===== config.mk =====
export PLATFORM = sky130hd
export DESIGN_NAME = tree_eccentricity_saturation_node
export DESIGN_NICKNAME = d
export VERILOG_FILES = /design/src/rtl/tesn_pkg.sv /design/src/rtl/tesn_front.sv /design/src/rtl/tesn_cmd_fifo.sv /design/src/rtl/tesn_back.sv /design/src/rtl/tree_eccentricity_saturation_node.sv
export SDC_FILE = /design/constraint.sdc
export NUM_CORES = 1
export LEC_CHECK = 0
export ABC_AREA = 0
export BUFFER_PORTS_ARGS = -buffer_cell sky130_fd_sc_hd__buf_4
export CAP_MARGIN = 20
export CORE_ASPECT_RATIO = 0.75
export CORE_UTILIZATION = 45
export DETAILED_ROUTE_END_ITERATION = 16
export SYNTH_ARGS = -nofsm -noshare
export SYNTH_HDL_FRONTEND = slang
export SYNTH_SLANG_ARGS = --single-unit
export TNS_END_PERCENT = 100

===== constraint.sdc =====
create_clock -name clk_i -period 5.05 [get_ports clk_i]
set_input_delay 1.01 -clock clk_i [delete_from_list [all_inputs] [get_ports clk_i]]
set_output_delay 1.01 -clock clk_i [all_outputs]
set_load 0.02 [all_outputs]

===== src/rtl/tesn_pkg.sv =====
package tesn_pkg;

  localparam int unsigned MAX_PORTS  = 8;
  localparam int unsigned DIST_WIDTH = 16;
  localparam int unsigned PORT_W     = $clog2(MAX_PORTS);
  localparam int unsigned CNT_W      = 4;
  localparam int unsigned FIFO_DEPTH = 2;
  localparam int unsigned FIFO_PW    = $clog2(FIFO_DEPTH);

  localparam logic [CNT_W-1:0] PORT_COUNT_RST = CNT_W'(2);
  localparam logic [CNT_W-1:0] CNT_MAX        = CNT_W'((MAX_PORTS < 8) ? MAX_PORTS : 8);

  // input function codes
  localparam logic [1:0] FUNC_START = 2'd0;
  localparam logic [1:0] FUNC_SAT   = 2'd1;
  localparam logic [1:0] FUNC_RES   = 2'd2;

  // outgoing message kinds
  localparam logic [1:0] KIND_NONE = 2'd0;
  localparam logic [1:0] KIND_UP   = 2'd1;
  localparam logic [1:0] KIND_RES  = 2'd2;

  typedef enum logic [1:0] {
    CMD_NOP,
    CMD_START,
    CMD_MSG
  } cmd_e;

  typedef enum logic [1:0] {
    PH_IDLE,
    PH_ACTIVE,
    PH_PROC,
    PH_DONE
  } phase_e;

  typedef enum logic [1:0] {
    BS_IDLE,
    BS_ONE,
    BS_SCAN,
    BS_RES
  } bstate_e;

  typedef struct packed {
    cmd_e                  op;
    logic [PORT_W-1:0]     port;
    logic [DIST_WIDTH-1:0] distance;
  } cmd_t;

  // ones for the ports below cnt
  function automatic logic [MAX_PORTS-1:0] low_mask(input logic [CNT_W-1:0] cnt);
    logic [MAX_PORTS-1:0] m;
    m = '0;
    for (int i = 0; i < MAX_PORTS; i++) begin
      m[i] = (i < int'(cnt));
    end
    return m;
  endfunction

endpackage


===== src/rtl/tesn_front.sv =====
module tesn_front
  import tesn_pkg::*;
(
  input  logic [1:0]            func_i,
  input  logic [PORT_W-1:0]     port_i,
  input  logic [15:0]           dist_req_i,
  input  logic [CNT_W-1:0]      cnt_i,
  output cmd_t                  cmd_o
);

  logic [DIST_WIDTH-1:0] dist_clamp;
  logic [DIST_WIDTH-1:0] dist_inc;
  logic [CNT_W-1:0]      port_ext;

  // clamp to the distance range, then add one with saturation
  always_comb begin
    if (DIST_WIDTH < 16 && (dist_req_i > 16'({DIST_WIDTH{1'b1}}))) begin
      dist_clamp = '1;
    end else begin
      dist_clamp = DIST_WIDTH'(dist_req_i);
    end
    dist_inc = (&dist_clamp) ? dist_clamp : dist_clamp + DIST_WIDTH'(1);
  end

  // classify the item
  always_comb begin
    port_ext       = CNT_W'(port_i);
    cmd_o.port     = port_i;
    cmd_o.distance = dist_inc;
    if (func_i == FUNC_START) begin
      cmd_o.op = CMD_START;
    end else if ((func_i == FUNC_SAT || func_i == FUNC_RES) && (port_ext < cnt_i)) begin
      cmd_o.op = CMD_MSG;
    end else begin
      cmd_o.op = CMD_NOP;
    end
  end

endmodule


===== src/rtl/tesn_cmd_fifo.sv =====
module tesn_cmd_fifo
  import tesn_pkg::*;
(
  input  logic clk_i,
  input  logic rst_ni,
  input  logic push_i,
  input  cmd_t wdata_i,
  output logic full_o,
  input  logic pop_i,
  output logic valid_o,
  output cmd_t rdata_o
);

  cmd_t                 mem_q [FIFO_DEPTH];
  logic [FIFO_PW-1:0]   wptr_q, wptr_d;
  logic [FIFO_PW-1:0]   rptr_q, rptr_d;
  logic [FIFO_PW:0]     fill_q, fill_d;
  logic                 do_push;
  logic                 do_pop;

  assign full_o  = (fill_q == (FIFO_PW + 1)'(FIFO_DEPTH));
  assign valid_o = (fill_q != '0);
  assign rdata_o = mem_q[rptr_q];
  assign do_push = push_i && !full_o;
  assign do_pop  = pop_i && valid_o;

  // pointer and fill update
  always_comb begin
    wptr_d = wptr_q;
    rptr_d = rptr_q;
    fill_d = fill_q;
    if (do_push) begin
      wptr_d = (wptr_q == FIFO_PW'(FIFO_DEPTH - 1)) ? '0 : wptr_q + FIFO_PW'(1);
    end
    if (do_pop) begin
      rptr_d = (rptr_q == FIFO_PW'(FIFO_DEPTH - 1)) ? '0 : rptr_q + FIFO_PW'(1);
    end
    if (do_push && !do_pop) begin
      fill_d = fill_q + (FIFO_PW + 1)'(1);
    end else if (do_pop && !do_push) begin
      fill_d = fill_q - (FIFO_PW + 1)'(1);
    end
  end

  always_ff @(posedge clk_i or negedge rst_ni) begin
    if (!rst_ni) begin
      wptr_q <= '0;
      rptr_q <= '0;
      fill_q <= '0;
    end else begin
      wptr_q <= wptr_d;
      rptr_q <= rptr_d;
      fill_q <= fill_d;
    end
  end

  // storage
  always_ff @(posedge clk_i) begin
    if (do_push) begin
      mem_q[wptr_q] <= wdata_i;
    end
  end

endmodule


===== src/rtl/tesn_back.sv =====
module tesn_back
  import tesn_pkg::*;
(
  input  logic                  clk_i,
  input  logic                  rst_ni,
  input  logic [CNT_W-1:0]      cnt_i,
  input  logic                  cmd_valid_i,
  input  cmd_t                  cmd_i,
  output logic                  cmd_pop_o,
  output logic                  out_valid_o,
  input  logic                  out_ready_i,
  output logic                  sends_o,
  output logic [PORT_W-1:0]     out_port_o,
  output logic [1:0]            out_kind_o,
  output logic [DIST_WIDTH-1:0] out_dist_o,
  output logic [DIST_WIDTH-1:0] eccentricity_o,
  output logic                  finished_o,
  output logic                  last_o
);

  // node state
  phase_e                phase_q, phase_d;
  logic [MAX_PORTS-1:0]  unheard_q, unheard_d;
  logic [PORT_W-1:0]     parent_q, parent_d;
  logic [DIST_WIDTH-1:0] lmax_q, lmax_d;
  logic [DIST_WIDTH-1:0] ecc_q, ecc_d;
  logic                  resolved_q, resolved_d;
  logic [DIST_WIDTH-1:0] pdist_q [MAX_PORTS];
  logic                  pd_we;
  logic                  pd_clr;
  logic [PORT_W-1:0]     pd_addr;
  logic [DIST_WIDTH-1:0] pd_wdata;

  // sequencer
  bstate_e               bst_q, bst_d;
  logic [PORT_W-1:0]     idx_q, idx_d;
  logic [DIST_WIDTH-1:0] max1_q, max1_d;
  logic [DIST_WIDTH-1:0] max2_q, max2_d;
  logic [PORT_W-1:0]     idx1_q, idx1_d;
  logic                  st_sends_q, st_sends_d;
  logic [PORT_W-1:0]     st_port_q, st_port_d;
  logic [1:0]            st_kind_q, st_kind_d;
  logic [DIST_WIDTH-1:0] st_dist_q, st_dist_d;

  // output register
  logic                  ov_q, ov_d;
  logic                  o_sends_q;
  logic [PORT_W-1:0]     o_port_q;
  logic [1:0]            o_kind_q;
  logic [DIST_WIDTH-1:0] o_dist_q;
  logic [DIST_WIDTH-1:0] o_ecc_q;
  logic                  o_fin_q;
  logic                  o_last_q;
  logic                  ld;
  logic                  ld_sends;
  logic [PORT_W-1:0]     ld_port;
  logic [1:0]            ld_kind;
  logic [DIST_WIDTH-1:0] ld_dist;
  logic                  ld_last;

  logic                  out_free;
  logic [PORT_W-1:0]     cnt_m1;
  logic [MAX_PORTS-1:0]  mask_clr;
  logic                  one_left;
  logic [PORT_W-1:0]     enc;
  logic [DIST_WIDTH-1:0] new_max;
  logic [DIST_WIDTH-1:0] scan_d;
  logic                  emit_last;

  assign out_free = !ov_q || out_ready_i;
  assign cnt_m1   = PORT_W'(cnt_i - CNT_W'(1));
  assign mask_clr = unheard_q & ~(MAX_PORTS'(1) << cmd_i.port);
  assign one_left = (mask_clr != '0) && ((mask_clr & (mask_clr - MAX_PORTS'(1))) == '0);
  assign new_max  = (cmd_i.distance > lmax_q) ? cmd_i.distance : lmax_q;
  assign scan_d   = pdist_q[idx_q];
  assign emit_last = (idx_q == cnt_m1) ||
                     ((idx_q + PORT_W'(1) == cnt_m1) && (parent_q == cnt_m1));

  // index of the one remaining unheard port
  always_comb begin
    enc = '0;
    for (int i = 0; i < MAX_PORTS; i++) begin
      if (mask_clr[i]) begin
        enc = PORT_W'(i);
      end
    end
  end

  // sequencer: state update, top-two scan, result emission
  always_comb begin
    bst_d      = bst_q;
    phase_d    = phase_q;
    unheard_d  = unheard_q;
    parent_d   = parent_q;
    lmax_d     = lmax_q;
    ecc_d      = ecc_q;
    resolved_d = resolved_q;
    idx_d      = idx_q;
    max1_d     = max1_q;
    max2_d     = max2_q;
    idx1_d     = idx1_q;
    st_sends_d = st_sends_q;
    st_port_d  = st_port_q;
    st_kind_d  = st_kind_q;
    st_dist_d  = st_dist_q;
    pd_we      = 1'b0;
    pd_clr     = 1'b0;
    pd_addr    = cmd_i.port;
    pd_wdata   = cmd_i.distance;
    cmd_pop_o  = 1'b0;
    ld         = 1'b0;
    ld_sends   = st_sends_q;
    ld_port    = st_port_q;
    ld_kind    = st_kind_q;
    ld_dist    = st_dist_q;
    ld_last    = 1'b1;

    unique case (bst_q)
      BS_IDLE: begin
        if (cmd_valid_i) begin
          cmd_pop_o  = 1'b1;
          bst_d      = BS_ONE;
          st_sends_d = 1'b0;
          st_port_d  = '0;
          st_kind_d  = KIND_NONE;
          st_dist_d  = '0;
          unique case (cmd_i.op)
            CMD_START: begin
              if (phase_q == PH_IDLE) begin
                unheard_d  = low_mask(cnt_i);
                pd_clr     = 1'b1;
                lmax_d     = '0;
                ecc_d      = '0;
                resolved_d = 1'b0;
                if (cnt_i == CNT_W'(1)) begin
                  parent_d   = '0;
                  phase_d    = PH_PROC;
                  st_sends_d = 1'b1;
                  st_kind_d  = KIND_UP;
                end else begin
                  phase_d = PH_ACTIVE;
                end
              end
            end
            CMD_MSG: begin
              if (phase_q == PH_ACTIVE && unheard_q[cmd_i.port]) begin
                pd_we     = 1'b1;
                lmax_d    = new_max;
                unheard_d = mask_clr;
                if (one_left) begin
                  parent_d   = enc;
                  phase_d    = PH_PROC;
                  st_sends_d = 1'b1;
                  st_port_d  = enc;
                  st_kind_d  = KIND_UP;
                  st_dist_d  = new_max;
                end
              end else if (phase_q == PH_PROC && cmd_i.port == parent_q) begin
                pd_we      = 1'b1;
                ecc_d      = (cmd_i.distance >= lmax_q) ? cmd_i.distance : lmax_q;
                resolved_d = 1'b1;
                phase_d    = PH_DONE;
                if (cnt_i != CNT_W'(1)) begin
                  idx_d  = '0;
                  max1_d = '0;
                  max2_d = '0;
                  idx1_d = '0;
                  bst_d  = BS_SCAN;
                end
              end
            end
            default: begin
            end
          endcase
        end
      end
      BS_ONE: begin
        if (out_free) begin
          ld    = 1'b1;
          bst_d = BS_IDLE;
        end
      end
      BS_SCAN: begin
        // keep the largest distance, its port and the runner-up
        if (scan_d > max1_q) begin
          max2_d = max1_q;
          max1_d = scan_d;
          idx1_d = idx_q;
        end else if (scan_d > max2_q) begin
          max2_d = scan_d;
        end
        if (idx_q == cnt_m1) begin
          idx_d = '0;
          bst_d = BS_RES;
        end else begin
          idx_d = idx_q + PORT_W'(1);
        end
      end
      BS_RES: begin
        if (idx_q == parent_q) begin
          idx_d = idx_q + PORT_W'(1);
          if (idx_q == cnt_m1) begin
            bst_d = BS_IDLE;
          end
        end else if (out_free) begin
          ld       = 1'b1;
          ld_sends = 1'b1;
          ld_port  = idx_q;
          ld_kind  = KIND_RES;
          ld_dist  = (idx_q == idx1_q) ? max2_q : max1_q;
          ld_last  = emit_last;
          idx_d    = idx_q + PORT_W'(1);
          if (emit_last) begin
            bst_d = BS_IDLE;
          end
        end
      end
      default: begin
        bst_d = BS_IDLE;
      end
    endcase
  end

  assign ov_d = ld ? 1'b1 : (out_ready_i ? 1'b0 : ov_q);

  always_ff @(posedge clk_i or negedge rst_ni) begin
    if (!rst_ni) begin
      bst_q      <= BS_IDLE;
      phase_q    <= PH_IDLE;
      unheard_q  <= low_mask(PORT_COUNT_RST);
      parent_q   <= '0;
      lmax_q     <= '0;
      ecc_q      <= '0;
      resolved_q <= 1'b0;
      ov_q       <= 1'b0;
    end else begin
      bst_q      <= bst_d;
      phase_q    <= phase_d;
      unheard_q  <= unheard_d;
      parent_q   <= parent_d;
      lmax_q     <= lmax_d;
      ecc_q      <= ecc_d;
      resolved_q <= resolved_d;
      ov_q       <= ov_d;
    end
  end

  // sequencer payload and output register payload
  always_ff @(posedge clk_i) begin
    idx_q      <= idx_d;
    max1_q     <= max1_d;
    max2_q     <= max2_d;
    idx1_q     <= idx1_d;
    st_sends_q <= st_sends_d;
    st_port_q  <= st_port_d;
    st_kind_q  <= st_kind_d;
    st_dist_q  <= st_dist_d;
    if (ld) begin
      o_sends_q <= ld_sends;
      o_port_q  <= ld_port;
      o_kind_q  <= ld_kind;
      o_dist_q  <= ld_dist;
      o_ecc_q   <= ecc_q;
      o_fin_q   <= resolved_q;
      o_last_q  <= ld_last;
    end
  end

  // per-port recorded distances
  always_ff @(posedge clk_i) begin
    if (pd_clr) begin
      for (int i = 0; i < MAX_PORTS; i++) begin
        pdist_q[i] <= '0;
      end
    end else if (pd_we) begin
      pdist_q[pd_addr] <= pd_wdata;
    end
  end

  assign out_valid_o    = ov_q;
  assign sends_o        = o_sends_q;
  assign out_port_o     = o_port_q;
  assign out_kind_o     = o_kind_q;
  assign out_dist_o     = o_dist_q;
  assign eccentricity_o = o_ecc_q;
  assign finished_o     = o_fin_q;
  assign last_o         = o_last_q;

endmodule


===== src/rtl/tree_eccentricity_saturation_node.sv =====
// One node of the tree saturation eccentricity algorithm. Messages enter on the slave stream
// (tuser = function: start, saturation/upward, resolution) and every item yields its outgoing
// messages in port order, or one status result when nothing is sent; tlast marks the final
// result of an item. The front classifies items into a two-entry command queue, so input
// transfers continue while results wait on the master side. Start and upward items pass
// through the command queue, the sequencer and the output register. For a resolution the
// sequencer sweeps the port distance registers once, a port per cycle, to find the two
// largest distances, then emits a resolution message to each port but the parent. Distances
// saturate at all ones. The user must write port_count through cfg_we_i only while the node
// is idle; the block does not enforce this. port_count is clamped to 1 .. 8.
module tree_eccentricity_saturation_node
  import tesn_pkg::*;
(
  input  logic        clk_i,
  input  logic        rst_ni,
  input  logic        cfg_we_i,
  input  logic [3:0]  cfg_wdata_i,
  input  logic        s_axis_tvalid,
  output logic        s_axis_tready,
  input  logic [23:0] s_axis_tdata,  // port[2:0], dist_req[18:3], zero fill
  input  logic [1:0]  s_axis_tuser,  // func[1:0]
  output logic        m_axis_tvalid,
  input  logic        m_axis_tready,
  output logic [39:0] m_axis_tdata,  // out_port[2:0], out_dist[18:3], eccentricity[34:19],
                                     // finished[35], zero fill
  output logic [2:0]  m_axis_tuser,  // sends[0], out_kind[2:1]
  output logic        m_axis_tlast
);

  logic [CNT_W-1:0]      port_count_q;
  logic [CNT_W-1:0]      cnt;
  cmd_t                  fr_cmd;
  cmd_t                  q_cmd;
  logic                  q_full;
  logic                  q_valid;
  logic                  q_pop;
  logic                  sends;
  logic [PORT_W-1:0]     out_port;
  logic [1:0]            out_kind;
  logic [DIST_WIDTH-1:0] out_dist;
  logic [DIST_WIDTH-1:0] ecc;
  logic                  finished;

  // port count register
  always_ff @(posedge clk_i or negedge rst_ni) begin
    if (!rst_ni) begin
      port_count_q <= PORT_COUNT_RST;
    end else if (cfg_we_i) begin
      port_count_q <= cfg_wdata_i;
    end
  end

  // effective port count
  always_comb begin
    if (port_count_q == '0) begin
      cnt = CNT_W'(1);
    end else if (port_count_q > CNT_MAX) begin
      cnt = CNT_MAX;
    end else begin
      cnt = port_count_q;
    end
  end

  tesn_front u_front (
    .func_i     (s_axis_tuser),
    .port_i     (s_axis_tdata[2:0]),
    .dist_req_i (s_axis_tdata[18:3]),
    .cnt_i      (cnt),
    .cmd_o      (fr_cmd)
  );

  assign s_axis_tready = !q_full;

  tesn_cmd_fifo u_fifo (
    .clk_i   (clk_i),
    .rst_ni  (rst_ni),
    .push_i  (s_axis_tvalid),
    .wdata_i (fr_cmd),
    .full_o  (q_full),
    .pop_i   (q_pop),
    .valid_o (q_valid),
    .rdata_o (q_cmd)
  );

  tesn_back u_back (
    .clk_i          (clk_i),
    .rst_ni         (rst_ni),
    .cnt_i          (cnt),
    .cmd_valid_i    (q_valid),
    .cmd_i          (q_cmd),
    .cmd_pop_o      (q_pop),
    .out_valid_o    (m_axis_tvalid),
    .out_ready_i    (m_axis_tready),
    .sends_o        (sends),
    .out_port_o     (out_port),
    .out_kind_o     (out_kind),
    .out_dist_o     (out_dist),
    .eccentricity_o (ecc),
    .finished_o     (finished),
    .last_o         (m_axis_tlast)
  );

  assign m_axis_tdata = {4'b0, finished, ecc, out_dist, out_port};
  assign m_axis_tuser = {out_kind, sends};

endmodule


==> results.toml, run 1 <==
[global_route]
overflow = 0
grt_pass1_vias = 10900
grt_max_degree = 58
grt_pass1_wl_um = 64100
grt_usage_pct = 22.5
antenna_found_initial = 0

[worst_setup_path]
crit_type = "reg2reg"
endpoint_kind = "flop"
critPathRequiredTime_ns = 5.48
startpoint_type = "flop"
cp_max_fo = 24
arrival_ns = 4.83

[synthesis]
synth.ff_latch_count = 328
synth_top_family_by_area = "simple AND/OR/NAND/NOR gates"
synth_compound_area_share_pct = 10.1
syn_area_mm2 = 0.0166
synthSimpleGateAreaFrac_pct = 12.6
muxShareOfSynthArea_pct = 8.93
netlist-cell-type-count = 79
synth.top_cell.area_share_pct = 48.6
yosys.area.top_type = "edfxtp_1"
synth-xor-area-share_pct = 1.53
yosysWarnings = 0
avgSynthCellArea_um2 = 11.7
netlist_instances = 1415
synth_seq_area_share_pct = 57.5
synth_edf_count = 268
synthAdderAreaFrac_pct = 4.45
synth_ff_type = "edfxtp_1"
async_flop_share_pct = 17.4
ys_top_cells_by_area = "edfxtp_1, dfrtp_1, nor2_1"

[cells_and_area]
final_cell_mix = "edfxtp_1, nor2_1, buf_4, nand2_1, a21oi_1"
multi_input_area_mm2 = 0.00629
antenna_cells = 0
seqCellArea_mm2 = 0.00954
final_util_pct = 52.5
n_fill_cell = 3134
nets = 1576
layout_commonest_cell = "edfxtp_1"
synthToLayoutAreaGrowth_pct = 14.2
drive_gt1_share_pct = 19.2

[placed_design]
gp_congestion = 0.896
place_ws_ns = 0.723
dpl.hpwl_um = 29200
port_buffers = 71

[clock_network]
cts_setup_buffers = 0
clkSinkCount = 328
hold_buffers = 0
clockBufferDepth = 3
numCtsBuffers = 35
htreeDepth = 2
cts-root-buf = "clkbuf_16"
post_cts_resize_count = 0
cts_tree = "yes"
clock_latency_ns = 0.53
clk_pin_slew_ns = 0.06

[detailed_routing]
routedWlPerCell_um = 21.0
wl_um = 41500
drc = 0
vias = 11400
drt_first_pass_iters = 5
drt_iter0_drc = 1013
vias_per_cell = 5.76
ant_nets = 0

[power]
p_per_area_mw_per_mm2 = 516
leakage_uw = 0.00733
ir_drop_uv = 318

[floorplanning]
die_area_mm2 = 0.0376
initial_core_util_pct = 46.0
core.rowCount = 60
core_area_mm2 = 0.0360
die_h_um = 168
ios = 81
die_w_um = 224

[sta]
fin_crit_sh_pct = 87.2
final_hold_viol_count = 0
rsz0062_at_grt = "no"
slew_headroom_pct = 33.8
worstMarginPinSlew_ns = 0.993
fin_crit_ns = 4.40
setup-tns-final_ns = 0
setup_viol = 0
drv_slew = 0
fin_skew_ns = 0.0111
timing.fmax_mhz = 227
fin_ws_ns = 0.646

[worst_hold_path]
hp-class = "reg2reg"

[run]
timing.max_cap.violations = 0

[status]
status = "finished clean"
==> cells by family (layout without fill, tap and decap cells) <==
group | after synthesis | after routing
simple gates | 454 | 454
flops | 328 | 328
compound gates | 246 | 246
buf+inv | 194 | 283
mux | 104 | 104
fa+ha+maj | 59 | 59
xor+xnor | 29 | 29
other cells | 1 | 4
==> stage by stage <==
step	std cells	total power, uW	instance area [um2]	hold slack [ns]
floorplan	1418	5980	16600	0.425
global placement	1908	7070	17700	0.435
detailed placement	1910	7130	17700	0.436
CTS	1972	9780	18900	0.454
global route	1972	10300	18900	0.465
finish	1972	9760	18900	0.455
==> per-layer routing <==
layer  GRT usage [%]  up-vias  wire (um)
li1                -     5272          -
met4            6.08        0        992
met1            34.4     5632      20200
met3            4.55       64       2980
met2            32.2      385      17300
met5               0        -          0
==> area by class of cell <==
class,instances,area share [%]
clock buffer,41,4.86
tap,465,3.07
clock inverter,21,1.37
timing repair buffer,128,5.18
inverter,93,1.84
sequential,328,50.4
multi-input combinational,896,33.3
==> critical path, stage by stage (launching register included) <==
cell      delay, ns
dfrtp_1        0.82
buf_4          0.39
mux2i_1        0.48
inv_1          0.17
ha_1           0.34
nand3_1        0.14
nor2_1         0.12
nand2_1        0.08
a211oi_1       0.29
or3_2          0.52
nand3_1        0.59
o22ai_1        0.35
==> registers in the layout (all words and copies together) (netlist names), 2 cells and up, named ones only <==
name,count
u_back.pdist_q,128
u_back.phase_q,2
u_back.out_port_o,3
u_back.out_kind_o,2
u_back.max1_q,16
u_fifo.mem_q,42
u_back.ecc_q,16
u_back.st_dist_q,16
u_back.out_dist_o,16
u_back.idx1_q,3
u_back.unheard_q,8
u_back.st_port_q,3
u_back.parent_q,3
u_back.bst_q,2
port_count_q,4
u_back.idx_q,3
u_back.eccentricity_o,16
u_back.max2_q,16
u_back.lmax_q,16
u_fifo.fill_q,2
==> where the power goes <==
| part | leakage, uW | internal (uW) | total, uW | switching, uW |
|---|---|---|---|---|
| sequential | 0.00332 | 3500 | 3840 | 345 |
| clock | 0.000566 | 1570 | 2650 | 1080 |
| combinational | 0.00344 | 1150 | 3270 | 2120 |
| total | 0.00733 | 6220 | 9760 | 3540 |
==> Yosys cell counts, drive strengths merged, types with 4 or more instances <==
master,count
o21a,7
nor3,27
o211ai,4
or3,5
inv,93
mux2i,41
and2,7
o21ai,33
mux4,32
a31oi,4
o31ai,19
dfrtp,54
and4,4
nor4,7
and3,12
xnor2,19
ha,59
a311oi,17
nand4,21
o22ai,18
nand2,105
a21o,12
mux2,31
nor2b,14
a21oi,94
nand2b,8
a21boi,4
nand3,17
xor2,10
edfxtp,268
a211oi,5
buf,30
nor2,209
or2,5
clkbuf,71
==> final timing paths <==
kind                                   from                         to  slack, ns  depth (start not counted)
setup / recovery              u_fifo.rptr_q           u_back.lmax_q[0]       0.65                         11
hold / removal             u_back.ecc_q[14]  u_back.eccentricity_o[14]       0.46                          0
setup reg to reg              u_fifo.rptr_q           u_back.lmax_q[0]       0.65                         11
hold reg to reg            u_back.ecc_q[14]  u_back.eccentricity_o[14]       0.46                          0
max in group asynchronous            rst_ni           u_back.lmax_q[0]       3.94                          1
min in group asynchronous            rst_ni            port_count_q[0]       0.53                          1
(Power assumes the default switching activity.)
==> inputs of run 2 (changes only) <==
--- a/config.mk
+++ b/config.mk
@@ -11,6 +11,7 @@
 export CORE_ASPECT_RATIO = 0.75
 export CORE_UTILIZATION = 45
 export DETAILED_ROUTE_END_ITERATION = 16
+export GPL_TIMING_DRIVEN = 0
 export SYNTH_ARGS = -nofsm -noshare
 export SYNTH_HDL_FRONTEND = slang
 export SYNTH_SLANG_ARGS = --single-unit
==> run 2 against run 1 <==
  * Maximum frequency fell by 7.6%
  * Critical path depth grew 4
  * First-iteration DRC count is 16% higher
  * Utilization increased by 0.30 points
==> results.toml, run 2 (synthesized netlist as in run 1, its figures left out) <==
[sta]
setup-tns-final_ns = 0
slew_headroom_pct = 32.3
timing.fmax_mhz = 210
fin_ws_ns = 0.284
worstMarginPinSlew_ns = 1.02
fin_crit_sh_pct = 94.4
fin_skew_ns = 0.0153
final_hold_viol_count = 0
whs_ns = 0.452
drv_slew = 0
setup_viol = 0
fin_crit_ns = 4.77
rsz0062_at_grt = "no"

[cells_and_area]
largest_register = "u_back.pdist_q"
drive_gt1_share_pct = 16.7
final_util_pct = 52.8
final_cell_mix = "edfxtp_1, nor2_1, nand2_1, a21oi_1, inv_1"
largest_register_ffs = 128
synthToLayoutAreaGrowth_pct = 14.8
antenna_cells = 0
layout_commonest_cell = "edfxtp_1"
nets = 1628
reg.largest.list = "u_back.pdist_q (128), u_fifo.mem_q (42)"

[global_route]
grt_pass1_vias = 11100
overflow = 0
grt_max_degree = 58
grt_pass1_wl_um = 67600
antenna_found_initial = 0
grt_usage_pct = 24.0

[worst_hold_path]
hp-class = "reg2reg"
whs_path_depth = 0

[floorplanning]
ios = 81
initial_core_util_pct = 46.0
core_area_mm2 = 0.0360
core.rowCount = 60
die_h_um = 168
die_area_mm2 = 0.0376
die_w_um = 224

[worst_setup_path]
slowest_delay_ns = 0.61
crit_chain = "buf_6, clkbuf_1, mux2i_1, clkbuf_1, ha_1, nor2b_1, o21a_1, o21ai_0, a211oi_1, or3_1, clkbuf_1, clkbuf_1, clkbuf_1, a21oi_1, a311oi_2"
crit_buf_inv = 6
critPathRequiredTime_ns = 5.39
endpoint_kind = "flop"
crit_top_cell = "clkbuf_1"
crit_slowest_cell = "clkbuf_1"
worst_r2r_path_depth = 15
startpoint_type = "flop"
cp_max_fo = 10
cp_num_cells = 15
crit_type = "reg2reg"
arrival_ns = 5.11
critPathTopFamily = "buffers and inverters"

[placed_design]
dpl.hpwl_um = 32000
gp_congestion = 0.905
port_buffers = 71
place_ws_ns = -0.338

[clock_network]
clkSinkCount = 328
cts_setup_buffers = 0
hold_buffers = 0
numCtsBuffers = 35
cts_tree = "yes"
clk_pin_slew_ns = 0.06
clockBufferDepth = 3
clock_latency_ns = 0.53
cts-root-buf = "clkbuf_16"
htreeDepth = 2

[run]
timing.max_cap.violations = 0

[status]
status = "finished clean"

[detailed_routing]
drt_iter0_drc = 1173
drt_first_pass_iters = 5
routedWlPerCell_um = 21.8
drc = 0
vias_per_cell = 5.68
ant_nets = 0
wl_um = 44200
vias = 11500

[power]
p_per_area_mw_per_mm2 = 522
leakage_uw = 0.00731
ir_drop_uv = 253
power_uw = 9940
[run 2: changes by cell type in the layout (fill, tap and decap cells not counted), sizes merged]
cell / previous run / this run
bufinv: 5 / 4
buf: 128 / 107
clkdlybuf4s15: 0 / 1
clkinvlp: 3 / 1
clkbuf: 41 / 118
inv: 94 / 93
clkdlybuf4s18: 0 / 1
clkinv: 12 / 11
[run 2: worst paths after layout]
check	slack [ns]	endpoint	from
setup reg to reg	0.28	u_back.st_dist_q[15]	u_fifo.rptr_q
hold reg to reg	0.45	u_back.eccentricity_o[3]	u_back.ecc_q[3]
setup / recovery	0.28	u_back.st_dist_q[15]	u_fifo.rptr_q
max in group asynchronous	3.90	u_back.ecc_q[15]	rst_ni
min in group asynchronous	0.54	port_count_q[0]	rst_ni
hold / removal	0.45	u_back.eccentricity_o[3]	u_back.ecc_q[3]
[run 2: metrics by stage]
| stage | cell area [um2] | std cells |
|---|---|---|
| after CTS | 19000 | 2024 |
| after detailed placement | 17800 | 1961 |
| after global placement | 17700 | 1954 |
| final | 19000 | 2025 |
| after floorplan | 16600 | 1418 |
| after global routing | 19000 | 2025 |
[run 2: power by group]
| group | switching (uW) | internal, uW | total, uW |
|---|---|---|---|
| logic | 2360 | 1160 | 3520 |
| registers | 271 | 3500 | 3770 |
| clock network | 1080 | 1570 | 2650 |
[run 2: final cells by class]
cell class	count	area [um2]
buffer	101	464
clock buffer	47	983
clock inverter	16	181
fill	3132	17000
inverter	93	349
multi-input combinational	896	6270
sequential	328	9540
tap	465	582
timing repair buffer	79	661
[run 2: layer usage]
metal	vias up	GRT usage (%)	wire length (um)
met5	-	0	0
met4	0	7.03	1210
met3	63	5.31	3660
met2	409	33.1	17700
met1	5650	37.4	21700
li1	5370	-	-
[run 2: repair_timing]
action / in CTS / in global routing
setup endpoints to repair: 43 / 43
resized for setup: 7 / 6
hold endpoints to repair: 0 / 0
==> inputs of run 3 (changes only) <==
--- a/config.mk
+++ b/config.mk
@@ -6,11 +6,11 @@
 export NUM_CORES = 1
 export LEC_CHECK = 0
 export ABC_AREA = 0
-export BUFFER_PORTS_ARGS = -buffer_cell sky130_fd_sc_hd__buf_4
 export CAP_MARGIN = 20
 export CORE_ASPECT_RATIO = 0.75
 export CORE_UTILIZATION = 45
 export DETAILED_ROUTE_END_ITERATION = 16
+export DONT_BUFFER_PORTS = 1
 export GPL_TIMING_DRIVEN = 0
 export SYNTH_ARGS = -nofsm -noshare
 export SYNTH_HDL_FRONTEND = slang
==> run 3 against run 2 <==
  * Flip-flop and latch count is the same
  * Total power shrank 3.8%
  * Via count shrank 2.0%
  * Combinational power shrank 10%
  * Clock skew grew 0.0098 ns
  * Non-clock buffer count shrank 72
  * Register-to-register slack lost 0.11 ns
  * Largest power group unchanged
==> results.toml, run 3 (synthesized netlist as in run 1, its figures left out) <==
[global_route]
grt.busiest_layer = "met1"
grt_usage_pct = 23.5
overflow = 0
use_met1_pct = 35.8
grtUsageMet3_pct = 6.67
grt_pass1_vias = 10800
grtUsageMet2_pct = 32.3
antenna_found_initial = 0
grt_max_degree = 58
grt_pass1_wl_um = 66300

[detailed_routing]
wl_um = 43600
drc = 0
drt_first_pass_iters = 7
ant_nets = 0
vias = 11300
drt_iter0_drc = 1244
routedWlPerCell_um = 22.3
vias_per_cell = 5.77

[floorplanning]
die_h_um = 168
core_area_mm2 = 0.0360
core.rowCount = 60
ios = 81
die_w_um = 224
initial_core_util_pct = 46.0
die_area_mm2 = 0.0376

[power]
ir_drop_uv = 325
power_uw = 9560
p_per_area_mw_per_mm2 = 519
leakage_uw = 0.00692

[worst_setup_path]
critPathRequiredTime_ns = 5.33
critPathTopFamily = "buffers and inverters"
crit_type = "reg2reg"
slowest_delay_ns = 0.63
startpoint_type = "flop"
arrival_ns = 5.16
crit_buf_inv = 6
endpoint_kind = "flop"
crit_chain = "buf_6, clkbuf_1, mux2i_1, clkbuf_1, ha_1, nor2b_1, o21a_1, o21ai_0, a211oi_1, or3_1, clkbuf_1, clkbuf_1, clkbuf_1, a311oi_2"
crit_top_cell = "clkbuf_1"
crit_slowest_cell = "clkbuf_1"
cp_max_fo = 10

[clock_network]
numCtsBuffers = 35
clock_latency_ns = 0.53
cts-root-buf = "clkbuf_16"
clockBufferDepth = 3
clkSinkCount = 328
cts_tree = "yes"
htreeDepth = 2
clk_pin_slew_ns = 0.06

[sta]
setup-tns-final_ns = 0
drv_slew = 0
fin_crit_ns = 4.87
rsz0062_at_grt = "no"
slew_headroom_pct = 30.4
fin_skew_ns = 0.0251
final_hold_viol_count = 0
worstMarginPinSlew_ns = 1.04
timing.fmax_mhz = 205
fin_crit_sh_pct = 96.5
setup_viol = 0

[placed_design]
dp.cells = 1889
gp_congestion = 0.925
dpl-instance-area_mm2 = 0.0173
dpl.hpwl_um = 31700
port_buffers = 0

[run]
timing.max_cap.violations = 0

[cells_and_area]
final_util_pct = 51.1
multi_input_area_mm2 = 0.00628
n_fill_cell = 3123
seqCellArea_mm2 = 0.00954
instances_no_fill = 1953
synthToLayoutAreaGrowth_pct = 11.1
antenna_cells = 0
drive_gt1_share_pct = 12.4
reg.largest.list = "u_back.pdist_q (128), u_fifo.mem_q (42)"
final_cell_mix = "edfxtp_1, nor2_1, nand2_1, a21oi_1, inv_1"
largest_register = "u_back.pdist_q"
largest_register_ffs = 128
layout_commonest_cell = "edfxtp_1"
stdcell_area_mm2 = 0.0184
nets = 1556

[status]
status = "finished clean"

[worst_hold_path]
hp-class = "in2async"
## run 3: cell count changes in the layout (fill, tap and decap cells not counted), sizes merged
cell           before  now
clkdlybuf4s15       1    2
buf               107   35
clkdlybuf4s18       1    0
clkinv             11   17
clkbuf            118  113
bufinv              4    2
inv                93   94
## run 3: worst paths after layout
path                       cells past startpoint             from  slack [ns]                        to
min in group clk_i                             0  u_back.ecc_q[2]        0.44  u_back.eccentricity_o[2]
max reg2reg                                   14    u_fifo.rptr_q        0.18       u_back.st_dist_q[5]
max                                           14    u_fifo.rptr_q        0.18       u_back.st_dist_q[5]
max in group asynchronous                      0           rst_ni        4.66       u_back.unheard_q[1]
min                                            0           rst_ni        0.18           port_count_q[0]
min reg2reg                                    0  u_back.ecc_q[2]        0.44  u_back.eccentricity_o[2]
## run 3: layout make-up
class                           instances  share of cell area, %
Tap cell                              465                   3.16
Inverter                               93                   1.90
Timing Repair Buffer                    7                  0.544
Clock inverter                         21                  0.836
Multi-Input combinational cell        896                   34.1
Sequential cell                       328                   51.8
Clock buffer                           42                   5.13
Buffer                                101                   2.52
## run 3: through the flow
step,worst slack (ns),hold slack [ns]
3_3_place_gp,-0.916,0.434
3_5_place_dp,-0.750,0.435
2_1_floorplan,0.370,0.425
4_1_cts,0.157,0.154
6_report,0.178,0.179
5_1_grt,0.0103,0.157
## run 3: repair_timing
action	CTS	global route
hold buffers	0	0
gates resized for setup	7	5
setup buffers	1	0
setup endpoints to repair	43	28
cloned	0	0
pin swaps	1	0
## run 3: power by group
part	internal (uW)	switching [uW]	total [uW]
registers	3510	417	3930
clock network	1440	1040	2480
logic	997	2160	3160
total	5940	3610	9560
## run 3: routing by layer
metal  vias up  part of all wire (%)
met3        42                   9.1
met4         0                   2.1
met1      5563                    48
met5         -                     0
met2       427                    41
li1       5231                     -
